File: src/sv/assert_macros.svh
// Assertion macros shared by the RTL of the Microwire read master.
`ifndef ASSERT_MACROS_SVH
`define ASSERT_MACROS_SVH

// Check a property on every clock edge outside reset.
`define MWR_ASSERT(lbl, prop, msg) \
  lbl: assert property (@(posedge clk_i) disable iff (!rst_ni) (prop)) else $error(msg);

// Check that a condition implies another one on the next clock edge.
`define MWR_ASSERT_NEXT(lbl, cond, nxt, msg) \
  lbl: assert property (@(posedge clk_i) disable iff (!rst_ni) (cond) |=> (nxt)) \
    else $error(msg);

`endif

File: src/sv/mwr_pkg.sv
// Types and constants of the Microwire EEPROM read master.
package mwr_pkg;

  localparam int unsigned DataBits       = 16;
  localparam int unsigned MaxAddressBits = 8;
  localparam int unsigned MinAddressBits = 6;
  localparam int unsigned CmdBits        = MaxAddressBits + 3;
  localparam int unsigned BitCntW        = 4;
  localparam int unsigned TickW          = 10;
  localparam int unsigned AddrLenW       = 4;
  localparam int unsigned CfgDataW       = 10;

  localparam logic [AddrLenW-1:0] AddrLenReset    = 4'd6;
  localparam logic [TickW-1:0]    PhaseTicksReset = 10'd4;

  // Register indexes of the configuration port.
  localparam logic CfgAddressLength = 1'b0;
  localparam logic CfgPhaseTicks    = 1'b1;

  typedef struct packed {
    logic                chip_select;
    logic                shift_clock;
    logic                data_to_eeprom;
    logic                busy_res;
    logic                word_valid;
    logic [DataBits-1:0] read_word;
  } mwr_res_t;

endpackage

File: src/sv/mwr_if.sv
// Valid/ready channel interfaces for the input tick and the pin result words.
interface mwr_in_if;
  logic       valid;
  logic       ready;
  logic       start_req;
  logic [7:0] word_address;
  logic       eeprom_data_out;

  modport source (output valid, start_req, word_address, eeprom_data_out, input ready);
  modport sink   (input valid, start_req, word_address, eeprom_data_out, output ready);
endinterface

interface mwr_out_if;
  logic        valid;
  logic        ready;
  logic        chip_select;
  logic        shift_clock;
  logic        data_to_eeprom;
  logic        busy_res;
  logic        word_valid;
  logic [15:0] read_word;

  modport source (output valid, chip_select, shift_clock, data_to_eeprom, busy_res,
                  word_valid, read_word, input ready);
  modport sink   (input valid, chip_select, shift_clock, data_to_eeprom, busy_res,
                  word_valid, read_word, output ready);
endinterface

File: src/sv/microwire_eeprom_read_master_top.sv
// Microwire EEPROM read master: one input word per tick gives one pin-level result word.
// Each input word is one tick of the pin sequencer and yields exactly one result word, at a
// rate of one word per clock cycle: the sequencer state and the result register update
// together on every accepted word, and a new word is taken whenever the result register is
// empty or being drained. A read runs deselect, len+5 command bits (len = address_length
// clamped to 6..8), a gap, 16 data bits, each pin phase held for phase_ticks ticks (0 counts
// as 1); word_valid marks the tick the sequence ends, and a start while busy is dropped.
`include "assert_macros.svh"

module microwire_eeprom_read_master_top import mwr_pkg::*; (
  input  logic                clk_i,
  input  logic                rst_ni,
  input  logic                cfg_we_i,
  input  logic                cfg_idx_i,
  input  logic [CfgDataW-1:0] cfg_data_i,
  mwr_in_if.sink              in_ch,
  mwr_out_if.source           out_ch
);

  localparam logic [2:0] PhIdle     = 3'd0;
  localparam logic [2:0] PhDesel    = 3'd1;
  localparam logic [2:0] PhCmdLow   = 3'd2;
  localparam logic [2:0] PhCmdHigh  = 3'd3;
  localparam logic [2:0] PhGap      = 3'd4;
  localparam logic [2:0] PhDataHigh = 3'd5;
  localparam logic [2:0] PhDataLow  = 3'd6;

  logic [AddrLenW-1:0] abits_q;
  logic [TickW-1:0]    phase_ticks_q;

  logic [2:0]          phase_q, phase_d;
  logic [BitCntW-1:0]  bit_cnt_q, bit_cnt_d;
  logic [TickW-1:0]    tick_q, tick_d;
  logic [CmdBits-1:0]  cmd_q, cmd_d;
  logic [DataBits-1:0] data_q, data_d;

  mwr_res_t            res_q, res_d;
  logic                out_vld_q;
  logic                accept;

  logic [AddrLenW-1:0] len_sat;
  logic [TickW-1:0]    limit;
  logic [TickW-1:0]    tick_inc;
  logic                phase_end;
  logic [7:0]          addr_mask;
  logic                done;

  assign in_ch.ready = !out_vld_q || out_ch.ready;
  assign accept      = in_ch.valid && in_ch.ready;

  // Configuration registers.
  always_ff @(posedge clk_i or negedge rst_ni) begin
    if (!rst_ni) begin
      abits_q       <= AddrLenReset;
      phase_ticks_q <= PhaseTicksReset;
    end else if (cfg_we_i) begin
      case (cfg_idx_i)
        CfgAddressLength: abits_q       <= cfg_data_i[AddrLenW-1:0];
        CfgPhaseTicks:    phase_ticks_q <= cfg_data_i[TickW-1:0];
        default:          ;
      endcase
    end
  end

  always_comb begin
    if (abits_q < AddrLenW'(MinAddressBits)) begin
      len_sat = AddrLenW'(MinAddressBits);
    end else if (abits_q > AddrLenW'(MaxAddressBits)) begin
      len_sat = AddrLenW'(MaxAddressBits);
    end else begin
      len_sat = abits_q;
    end
  end

  assign addr_mask = 8'((9'd1 << len_sat) - 9'd1);
  assign limit     = (phase_ticks_q == '0) ? TickW'(1) : phase_ticks_q;
  assign tick_inc  = tick_q + TickW'(1);
  assign phase_end = (tick_inc >= limit) || (tick_inc == '0);

  // Sequencer next state for one tick.
  always_comb begin
    phase_d   = phase_q;
    bit_cnt_d = bit_cnt_q;
    tick_d    = tick_q;
    cmd_d     = cmd_q;
    data_d    = data_q;
    done      = 1'b0;
    if (phase_q == PhIdle) begin
      if (in_ch.start_req) begin
        cmd_d     = (CmdBits'(3'b110) << len_sat) | CmdBits'(in_ch.word_address & addr_mask);
        bit_cnt_d = BitCntW'(len_sat) + BitCntW'(4);
        tick_d    = '0;
        phase_d   = PhDesel;
      end
    end else begin
      tick_d = tick_inc;
      if (phase_end) begin
        tick_d = '0;
        case (phase_q)
          PhDesel:   phase_d = PhCmdLow;
          PhCmdLow:  phase_d = PhCmdHigh;
          PhCmdHigh: begin
            if (bit_cnt_q == '0) begin
              phase_d = PhGap;
            end else begin
              bit_cnt_d = bit_cnt_q - BitCntW'(1);
              phase_d   = PhCmdLow;
            end
          end
          PhGap: begin
            bit_cnt_d = BitCntW'(DataBits - 1);
            phase_d   = PhDataHigh;
          end
          PhDataHigh: begin
            // Sample on the tick the clock returns low.
            data_d  = {data_q[DataBits-2:0], in_ch.eeprom_data_out};
            phase_d = PhDataLow;
          end
          PhDataLow: begin
            if (bit_cnt_q == '0) begin
              phase_d = PhIdle;
              done    = 1'b1;
            end else begin
              bit_cnt_d = bit_cnt_q - BitCntW'(1);
              phase_d   = PhDataHigh;
            end
          end
          default: phase_d = PhIdle;
        endcase
      end
    end
  end

  // Pin levels from the state after this tick.
  always_comb begin
    res_d                = '0;
    res_d.chip_select    = (phase_d != PhIdle) && (phase_d != PhDesel);
    res_d.shift_clock    = (phase_d == PhCmdHigh) || (phase_d == PhDataHigh);
    if (((phase_d == PhCmdLow) || (phase_d == PhCmdHigh)) &&
        (bit_cnt_d < BitCntW'(CmdBits))) begin
      res_d.data_to_eeprom = cmd_d[bit_cnt_d];
    end
    res_d.busy_res   = (phase_d != PhIdle);
    res_d.word_valid = done;
    res_d.read_word  = data_d;
  end

  always_ff @(posedge clk_i or negedge rst_ni) begin
    if (!rst_ni) begin
      phase_q   <= PhIdle;
      bit_cnt_q <= '0;
      tick_q    <= '0;
      cmd_q     <= '0;
      data_q    <= '0;
      out_vld_q <= 1'b0;
    end else begin
      if (accept) begin
        phase_q   <= phase_d;
        bit_cnt_q <= bit_cnt_d;
        tick_q    <= tick_d;
        cmd_q     <= cmd_d;
        data_q    <= data_d;
        out_vld_q <= 1'b1;
      end else if (out_ch.ready) begin
        out_vld_q <= 1'b0;
      end
    end
  end

  always_ff @(posedge clk_i) begin
    if (accept) begin
      res_q <= res_d;
    end
  end

  assign out_ch.valid          = out_vld_q;
  assign out_ch.chip_select    = res_q.chip_select;
  assign out_ch.shift_clock    = res_q.shift_clock;
  assign out_ch.data_to_eeprom = res_q.data_to_eeprom;
  assign out_ch.busy_res       = res_q.busy_res;
  assign out_ch.word_valid     = res_q.word_valid;
  assign out_ch.read_word      = res_q.read_word;

  `MWR_ASSERT(a_done_not_busy, !(out_vld_q && res_q.word_valid && res_q.busy_res), "word_valid while busy")
  `MWR_ASSERT(a_sel_when_busy, !(out_vld_q && res_q.chip_select && !res_q.busy_res), "chip select while idle")
  `MWR_ASSERT(a_clk_when_sel, !(out_vld_q && res_q.shift_clock && !res_q.chip_select), "shift clock while deselected")
  `MWR_ASSERT_NEXT(a_hold_state, !accept, $stable(phase_q) && $stable(tick_q), "state moved without a word")
  `MWR_ASSERT_NEXT(a_result_loads, accept, out_vld_q, "accepted word gave no result")

endmodule
File: src/flat_wrapper.sv
// flat-port wrapper written by rule: the top's interface ports become plain ports
module microwire_eeprom_read_master_top_flat import mwr_pkg::*;
  (clk_i, rst_ni, cfg_we_i, cfg_idx_i, cfg_data_i, in_ch_valid, in_ch_start_req, in_ch_word_address, in_ch_eeprom_data_out, in_ch_ready, out_ch_valid, out_ch_chip_select, out_ch_shift_clock, out_ch_data_to_eeprom, out_ch_busy_res, out_ch_word_valid, out_ch_read_word, out_ch_ready);
  mwr_in_if in_ch_i ();
  mwr_out_if out_ch_i ();
  input  logic clk_i;
  input  logic rst_ni;
  input  logic cfg_we_i;
  input  logic cfg_idx_i;
  input  logic [CfgDataW-1:0] cfg_data_i;
  input wire logic [$bits(in_ch_i.valid)-1:0] in_ch_valid;
  input wire logic [$bits(in_ch_i.start_req)-1:0] in_ch_start_req;
  input wire logic [$bits(in_ch_i.word_address)-1:0] in_ch_word_address;
  input wire logic [$bits(in_ch_i.eeprom_data_out)-1:0] in_ch_eeprom_data_out;
  output wire logic [$bits(in_ch_i.ready)-1:0] in_ch_ready;
  output wire logic [$bits(out_ch_i.valid)-1:0] out_ch_valid;
  output wire logic [$bits(out_ch_i.chip_select)-1:0] out_ch_chip_select;
  output wire logic [$bits(out_ch_i.shift_clock)-1:0] out_ch_shift_clock;
  output wire logic [$bits(out_ch_i.data_to_eeprom)-1:0] out_ch_data_to_eeprom;
  output wire logic [$bits(out_ch_i.busy_res)-1:0] out_ch_busy_res;
  output wire logic [$bits(out_ch_i.word_valid)-1:0] out_ch_word_valid;
  output wire logic [$bits(out_ch_i.read_word)-1:0] out_ch_read_word;
  input wire logic [$bits(out_ch_i.ready)-1:0] out_ch_ready;
  assign in_ch_i.valid = in_ch_valid;
  assign in_ch_i.start_req = in_ch_start_req;
  assign in_ch_i.word_address = in_ch_word_address;
  assign in_ch_i.eeprom_data_out = in_ch_eeprom_data_out;
  assign in_ch_ready = in_ch_i.ready;
  assign out_ch_valid = out_ch_i.valid;
  assign out_ch_chip_select = out_ch_i.chip_select;
  assign out_ch_shift_clock = out_ch_i.shift_clock;
  assign out_ch_data_to_eeprom = out_ch_i.data_to_eeprom;
  assign out_ch_busy_res = out_ch_i.busy_res;
  assign out_ch_word_valid = out_ch_i.word_valid;
  assign out_ch_read_word = out_ch_i.read_word;
  assign out_ch_i.ready = out_ch_ready;
  microwire_eeprom_read_master_top u_core (.clk_i(clk_i), .rst_ni(rst_ni), .cfg_we_i(cfg_we_i), .cfg_idx_i(cfg_idx_i), .cfg_data_i(cfg_data_i), .in_ch(in_ch_i), .out_ch(out_ch_i));
endmodule
File: config.mk
export PLATFORM = sky130hd
export DESIGN_NAME = microwire_eeprom_read_master_top_flat
export DESIGN_NICKNAME = d
export VERILOG_FILES = /design/src/sv/mwr_pkg.sv /design/src/sv/mwr_if.sv /design/src/sv/microwire_eeprom_read_master_top.sv /design/src/flat_wrapper.sv
export VERILOG_INCLUDE_DIRS = /design/src /design/src/sv
export SDC_FILE = /design/constraint.sdc
export NUM_CORES = 1
export LEC_CHECK = 0
export BUFFER_PORTS_ARGS = -buffer_cell sky130_fd_sc_hd__clkbuf_2
export CAP_MARGIN = 20
export CORE_MARGIN = 1
export CORE_UTILIZATION = 62
export DETAILED_ROUTE_END_ITERATION = 8
export PLACE_DENSITY = 0.92
export SYNTH_ARGS = -nofsm -noshare
export SYNTH_HDL_FRONTEND = slang
export SYNTH_SLANG_ARGS = --single-unit
File: constraint.sdc
create_clock -name clk_i -period 7.88 [get_ports clk_i]
set_clock_uncertainty 0.05 [all_clocks]
set_input_delay 1.576 -clock clk_i [delete_from_list [all_inputs] [get_ports clk_i]]
set_output_delay 1.576 -clock clk_i [all_outputs]
set_load 0.02 [all_outputs]
After elaboration in Yosys (flattened, before gate mapping)
Index checks and enable logic that the tools add are counted.
- add/subtract/negate cells: 4
- multiply operators: 0
- divide/modulo/power cells: 0
- order comparisons: 5
- equality and inequality tests: 11
- shifts and indexed selects: 2
- muxes and demuxes: 27
- bitwise gates (word level): 5
- reduce and logical (&&, ||, !) cells: 19
- operators with widths (cell ; number):
    $mux 16 ; 3
    $mux 10 ; 4
    $mux 4 ; 6
    $mux 11 ; 2
    $logic_not 10->1 ; 2
    $pmux 3 s6 ; 1
    $mux 3 ; 5
    $eq 3x2->1 const B ; 4
    $eq 3x3->1 const B ; 4
    $or 11x11->11 ; 1
    $shl 3x4->11 const A ; 1
    $add 10x1->10 const B ; 1
    $ge 10x10->1 ; 1
    $and 8x8->8 ; 1
    $pmux 4 s2 ; 1
    $shl 1x4->8 const A ; 1
    $sub 8x1->8 const B ; 1
    $reduce_and 2->1 ; 3
    $lt 4x5->1 const B ; 1
    $add 4x3->4 const B ; 1
    $bmux 1 s4 ; 1
    $gt 4x4->1 const B ; 1
    $logic_not 4->1 ; 1
    $logic_or 1x1->1 ; 4
    other kinds (15) ; 22
- flip-flop bits (word level): 80
- bits in latches: 0
- bits in writable memories: 0
- bits in read-only memories: 0
- bits of input ports: 26
- output and inout bits: 23
- word-level logic and storage cells: 87
- memories kept: 0

Longest topological paths before layout
- depth after elaboration: 11
- mapped depth: 16

Worst setup path before layout
No wires, ideal clock.
- path kind: register -> register
- start point: reg u_core.tick_q[0]
- end point: reg u_core.res_q (netlist bit u_core.out_ch.data_to_eeprom) (data pin)
- arrival time: 3.448 ns
- required time: 7.678 ns
- path slack: 4.230 ns
- stages on the path, launching flop included: 15
- period minus slack after synthesis: 3.650 ns
- cell sequence: dfrtp_1 > ha_1 > nand2_1 > or3_1 > nand2_1 > ha_1 > nand4_1 > nor2_1 > a21oi_1 > nand3_1 > o41ai_1 > and2b_4 > or3_1 > a311o_1 > a31oi_1
- word-level cells in the longest chain between the ends: 8
- elaborated cells on any way between the ends: 15
- RTL lines (what ; line ; RTL):
    start: declaration ; microwire_eeprom_read_master_top.sv:33 ; logic [TickW-1:0] tick_q, tick_d;
    start signal: assignment ; microwire_eeprom_read_master_top.sv:160 ; tick_q <= tick_d;
    $add 10x1->10 (*) ; microwire_eeprom_read_master_top.sv:77 ; assign tick_inc = tick_q + TickW'(1);
    $ge 10x10->1 / $logic_not 10->1 (equally long branches) ; microwire_eeprom_read_master_top.sv:78 ; assign phase_end = (tick_inc >= limit) || (tick_inc == '0);
    $logic_or 1x1->1 (*) ; microwire_eeprom_read_master_top.sv:78 ;
    branches (longest 5 deep; another with $mux 4) ; -- ;
    end signal: assignment ; microwire_eeprom_read_master_top.sv:172 ; res_q <= res_d;
    end: declaration ; microwire_eeprom_read_master_top.sv:37 ; mwr_res_t res_q, res_d;
Mark *: on every way between the ends. The select of a mux whose other input is x is not followed.
A chain may end at the register's enable or synchronous reset.

Final worst setup path
Same ends and word-level chain as after synthesis.

==> impl_metrics.json <==
{
  "status": "finished clean",
  "clk_pin_slew_ns": 0.08,
  "power_density_nw_per_um2": 258,
  "timing.critical_path.from_type": "flip-flop",
  "yosys.area.top_type_share_pct": 30.6,
  "finalSetupTns_ns": 0,
  "synth_ff_type": "sky130_fd_sc_hd__dfrtp_1",
  "cts_hold_buf": 0,
  "grtUsageTotal_pct": 27.4,
  "drt_drc_violations_left": 0,
  "global_route.peak_usage_layer": "met2",
  "synth_top_family_by_area": "simple AND/OR/NAND/NOR gates",
  "post_synth_most_frequent_cells": "sky130_fd_sc_hd__nor2_1 (70), sky130_fd_sc_hd__dfrtp_1 (56), sky130_fd_sc_hd__nand2_1 (47)",
  "drt_wl_total_um": 9980,
  "first_global_vias": 3539,
  "initial_standard_cell_utilization_of_the_core_pct": 65.7,
  "ys_async_sr_fraction_pct": 73.8,
  "count_of_boundary_i_o_pins": 49,
  "final-instance-count-excl-fill": 603,
  "drtIter0Drc": 363,
  "critPathArrivalTime_ns": 4.44,
  "yosys-top-cells-area": "sky130_fd_sc_hd__dfrtp_1 (31%), sky130_fd_sc_hd__edfxtp_1 (14%), sky130_fd_sc_hd__mux2_2 (8.1%), sky130_fd_sc_hd__nor2_1 (5.7%), sky130_fd_sc_hd__ha_1 (4.6%)",
  "synthesized_area_fraction_occupied_by_ao_oa_aoi_and_oai_cells_pct": 13.9,
  "worstMarginPinSlew_ns": 1.00,
  "post_synth_mux_area_share_pct": 8.32,
  "hpwl_detailed_um": 6790,
  "tritoncts": "done",
  "crit_path_end_kind": "flip-flop",
  "synth_cells": 460,
  "synth_enable_flop_cells": 21,
  "io_buffer_count": 48,
  "numClockSinks": 80,
  "final_hold_viol_count": 0,
  "synthXorXnorAreaFrac_pct": 1.72,
  "postLayoutCellArea_um2": 5070,
  "clk-insertion-delay-late_ns": 0.35,
  "worst-setup-path-type": "flip-flop to flip-flop",
  "gp_congestion": 0.896,
  "fin_hold_ws_ns": 0.436,
  "synth_sequential_area_ratio_pct": 46.0,
  "worst_path_setup_slack_after_routing_ns": 3.59,
  "core.rowCount": 30,
  "finalWorstPathRequiredPeriod_ns": 4.29,
  "dp_worst_setup_slack_ns": 3.20,
  "met1_global_route_usage_pct": 35.7,
  "cts_resized": 0,
  "max_cap_viols": 0,
  "power.total_mw": 1.31,
  "vdd_ir_drop_max_uv": 128,
  "yosys.area_share.adder_pct": 4.64,
  "h_tree_lvl_count": 3,
  "floorplan.die_area_um2": 7750,
  "first_pass_grt_wire_length_um": 16300,
  "grt-ovfl-total": 0,
  "most_frequently_used_cell_type_in_the_post_synthesis_netlist": "sky130_fd_sc_hd__nor2_1",
  "cts_inserted_buffers": 9,
  "synth_warnings": 0,
  "post_synth.cell_area_avg_um2": 9.97,
  "cts.repair_timing.setup_buffer_count": 0,
  "synthDistinctLibCells": 75,
  "fp.dieW_um": 88.0,
  "pin_count_of_the_biggest_net_entering_global_routing": 60,
  "clockRootBuffer": "sky130_fd_sc_hd__clkbuf_8",
  "placed_area_um2": 4820,
  "postRouteAntennaNets": 0,
  "die_height_um": 88.0,
  "first_drt_pass_iteration_count": 6,
  "drive_gt1_share_pct": 26.2,
  "number_of_diodes": 0,
  "routed-via-count": 3800,
  "route.detailed.vias_per_inst": 6.30,
  "syn2layout_area_growth_pct": 10.5,
  "finalCoreUtilization_pct": 72.6,
  "fillCellCount": 487,
  "postSynthRegisterBits": 80,
  "syn-cell-area_um2": 4590,
  "globalRouteMet2Util_pct": 45.6,
  "hold_class": "flip-flop to flip-flop",
  "fmax_ghz": 0.233,
  "finalNetCount": 545,
  "cp_max_fo": 8,
  "final_max_slew_viol_count": 0,
  "grt.met3_usage_pct": 5.09,
  "synth-simple-area-share_pct": 21.0,
  "cell_taking_the_most_area_after_synthesis": "sky130_fd_sc_hd__dfrtp_1",
  "worst-endpoint-required_ns": 8.04,
  "post-route-period-util_pct": 54.4,
  "timing.max_slew.rel_slack_pct": 33.2,
  "detail_route.wl_per_cell_um": 16.6,
  "unrepaired_setup_endpoints_after_global_routing": "false",
  "antenna_found_initial": 0,
  "dp_cells": 586,
  "clk_path_buf_depth": 2,
  "floorplan.core_area_um2": 6980,
  "setup-violations-final": 0,
  "leakagePower_nw": 2.13
}
-- power by group --
part           leakage (nW)  switching (mW)  internal [mW]
sequential            0.869          0.0765          0.512
combinational          1.14           0.200          0.151
clock                 0.117           0.153          0.212
-- metal layers --
layer | wire length [um] | vias up | share of wire [%]
li1 | - | 1745 | -
met3 | 661 | 35 | 6.6
met4 | 262 | 0 | 2.6
met5 | 0 | - | 0
met2 | 4850 | 185 | 49
met1 | 4210 | 1835 | 42
-- path summary, 6_finish.rpt --
path / slack (ns) / end / cells after the start / startpoint
hold reg to reg: 0.44 / u_core.cmd_q[1] / 2 / u_core.cmd_q[1]
hold / removal: 0.44 / u_core.cmd_q[1] / 2 / u_core.cmd_q[1]
setup / recovery: 3.59 / u_core.out_ch.data_to_eeprom / 14 / u_core.tick_q[0]
min in group asynchronous: 1.30 / u_core.phase_ticks_q[4] / 2 / rst_ni
setup reg to reg: 3.59 / u_core.out_ch.data_to_eeprom / 14 / u_core.tick_q[0]
max in group asynchronous: 5.95 / u_core.tick_q[3] / 2 / rst_ni
-- layout by cell type (no fill, tap or decap), types with 10 or more instances in the layout --
| cell | netlist | routed |
|---|---|---|
| sky130_fd_sc_hd__nand2_1 | 47 | 47 |
| sky130_fd_sc_hd__a21oi_1 | 17 | 17 |
| sky130_fd_sc_hd__o21ai_0 | 30 | 30 |
| sky130_fd_sc_hd__ha_1 | 17 | 17 |
| sky130_fd_sc_hd__nand3_1 | 10 | 10 |
| sky130_fd_sc_hd__mux2_2 | 33 | 33 |
| sky130_fd_sc_hd__inv_1 | 16 | 16 |
| sky130_fd_sc_hd__clkbuf_2 | 0 | 48 |
| sky130_fd_sc_hd__dfrtp_1 | 56 | 56 |
| sky130_fd_sc_hd__nor2_1 | 70 | 70 |
| sky130_fd_sc_hd__edfxtp_1 | 21 | 21 |
-- worst max-delay path, stage by stage, from the launching register on --
cell and delay (ns):
sky130_fd_sc_hd__dfrtp_1 0.52, sky130_fd_sc_hd__ha_1 0.34, sky130_fd_sc_hd__nand4_1 0.19, sky130_fd_sc_hd__nor2_1 0.25, sky130_fd_sc_hd__xor2_1 0.23, sky130_fd_sc_hd__ha_1 0.28
sky130_fd_sc_hd__nand4_1 0.10, sky130_fd_sc_hd__nor2_1 0.06, sky130_fd_sc_hd__a21oi_1 0.16, sky130_fd_sc_hd__nand3_1 0.21, sky130_fd_sc_hd__o41ai_1 0.64, sky130_fd_sc_hd__and2b_4 0.28
sky130_fd_sc_hd__or3_1 0.34, sky130_fd_sc_hd__a311o_1 0.33, sky130_fd_sc_hd__a31oi_1 0.16
-- state kept, by name, indices dropped and copies added (netlist names), 3 cells and up --
signal,cells
u_core.data_q,16
u_core.abits_q,4
u_core.tick_q,10
u_core.out_ch.read_word,16
u_core.cmd_q,11
u_core.bit_cnt_q,4
u_core.phase_q,3
u_core.phase_ticks_q,10
-- logic make-up (layout without fill, tap and decap cells) --
kind of cell,after synthesis,count (layout)
AOI/OAI and AO/OA,93,93
xor gates and xnor gates,9,9
adders and majority gates,17,17
buffers and inverters,37,83
DFF,80,80
muxes,34,34
other,1,2
and+or+nand+nor,189,189
-- cell type report --
type | count | area [um^2] | area share (%)
Tap cell | 96 | 120 | 2.37
Clock buffer | 10 | 128 | 2.52
Timing Repair Buffer | 50 | 253 | 4.99
Multi-Input combinational cell | 344 | 2280 | 45.0
Sequential cell | 80 | 2110 | 41.6
Clock inverter | 6 | 115 | 2.27
Inverter | 17 | 63.8 | 1.26
(Power assumes the default switching activity.)
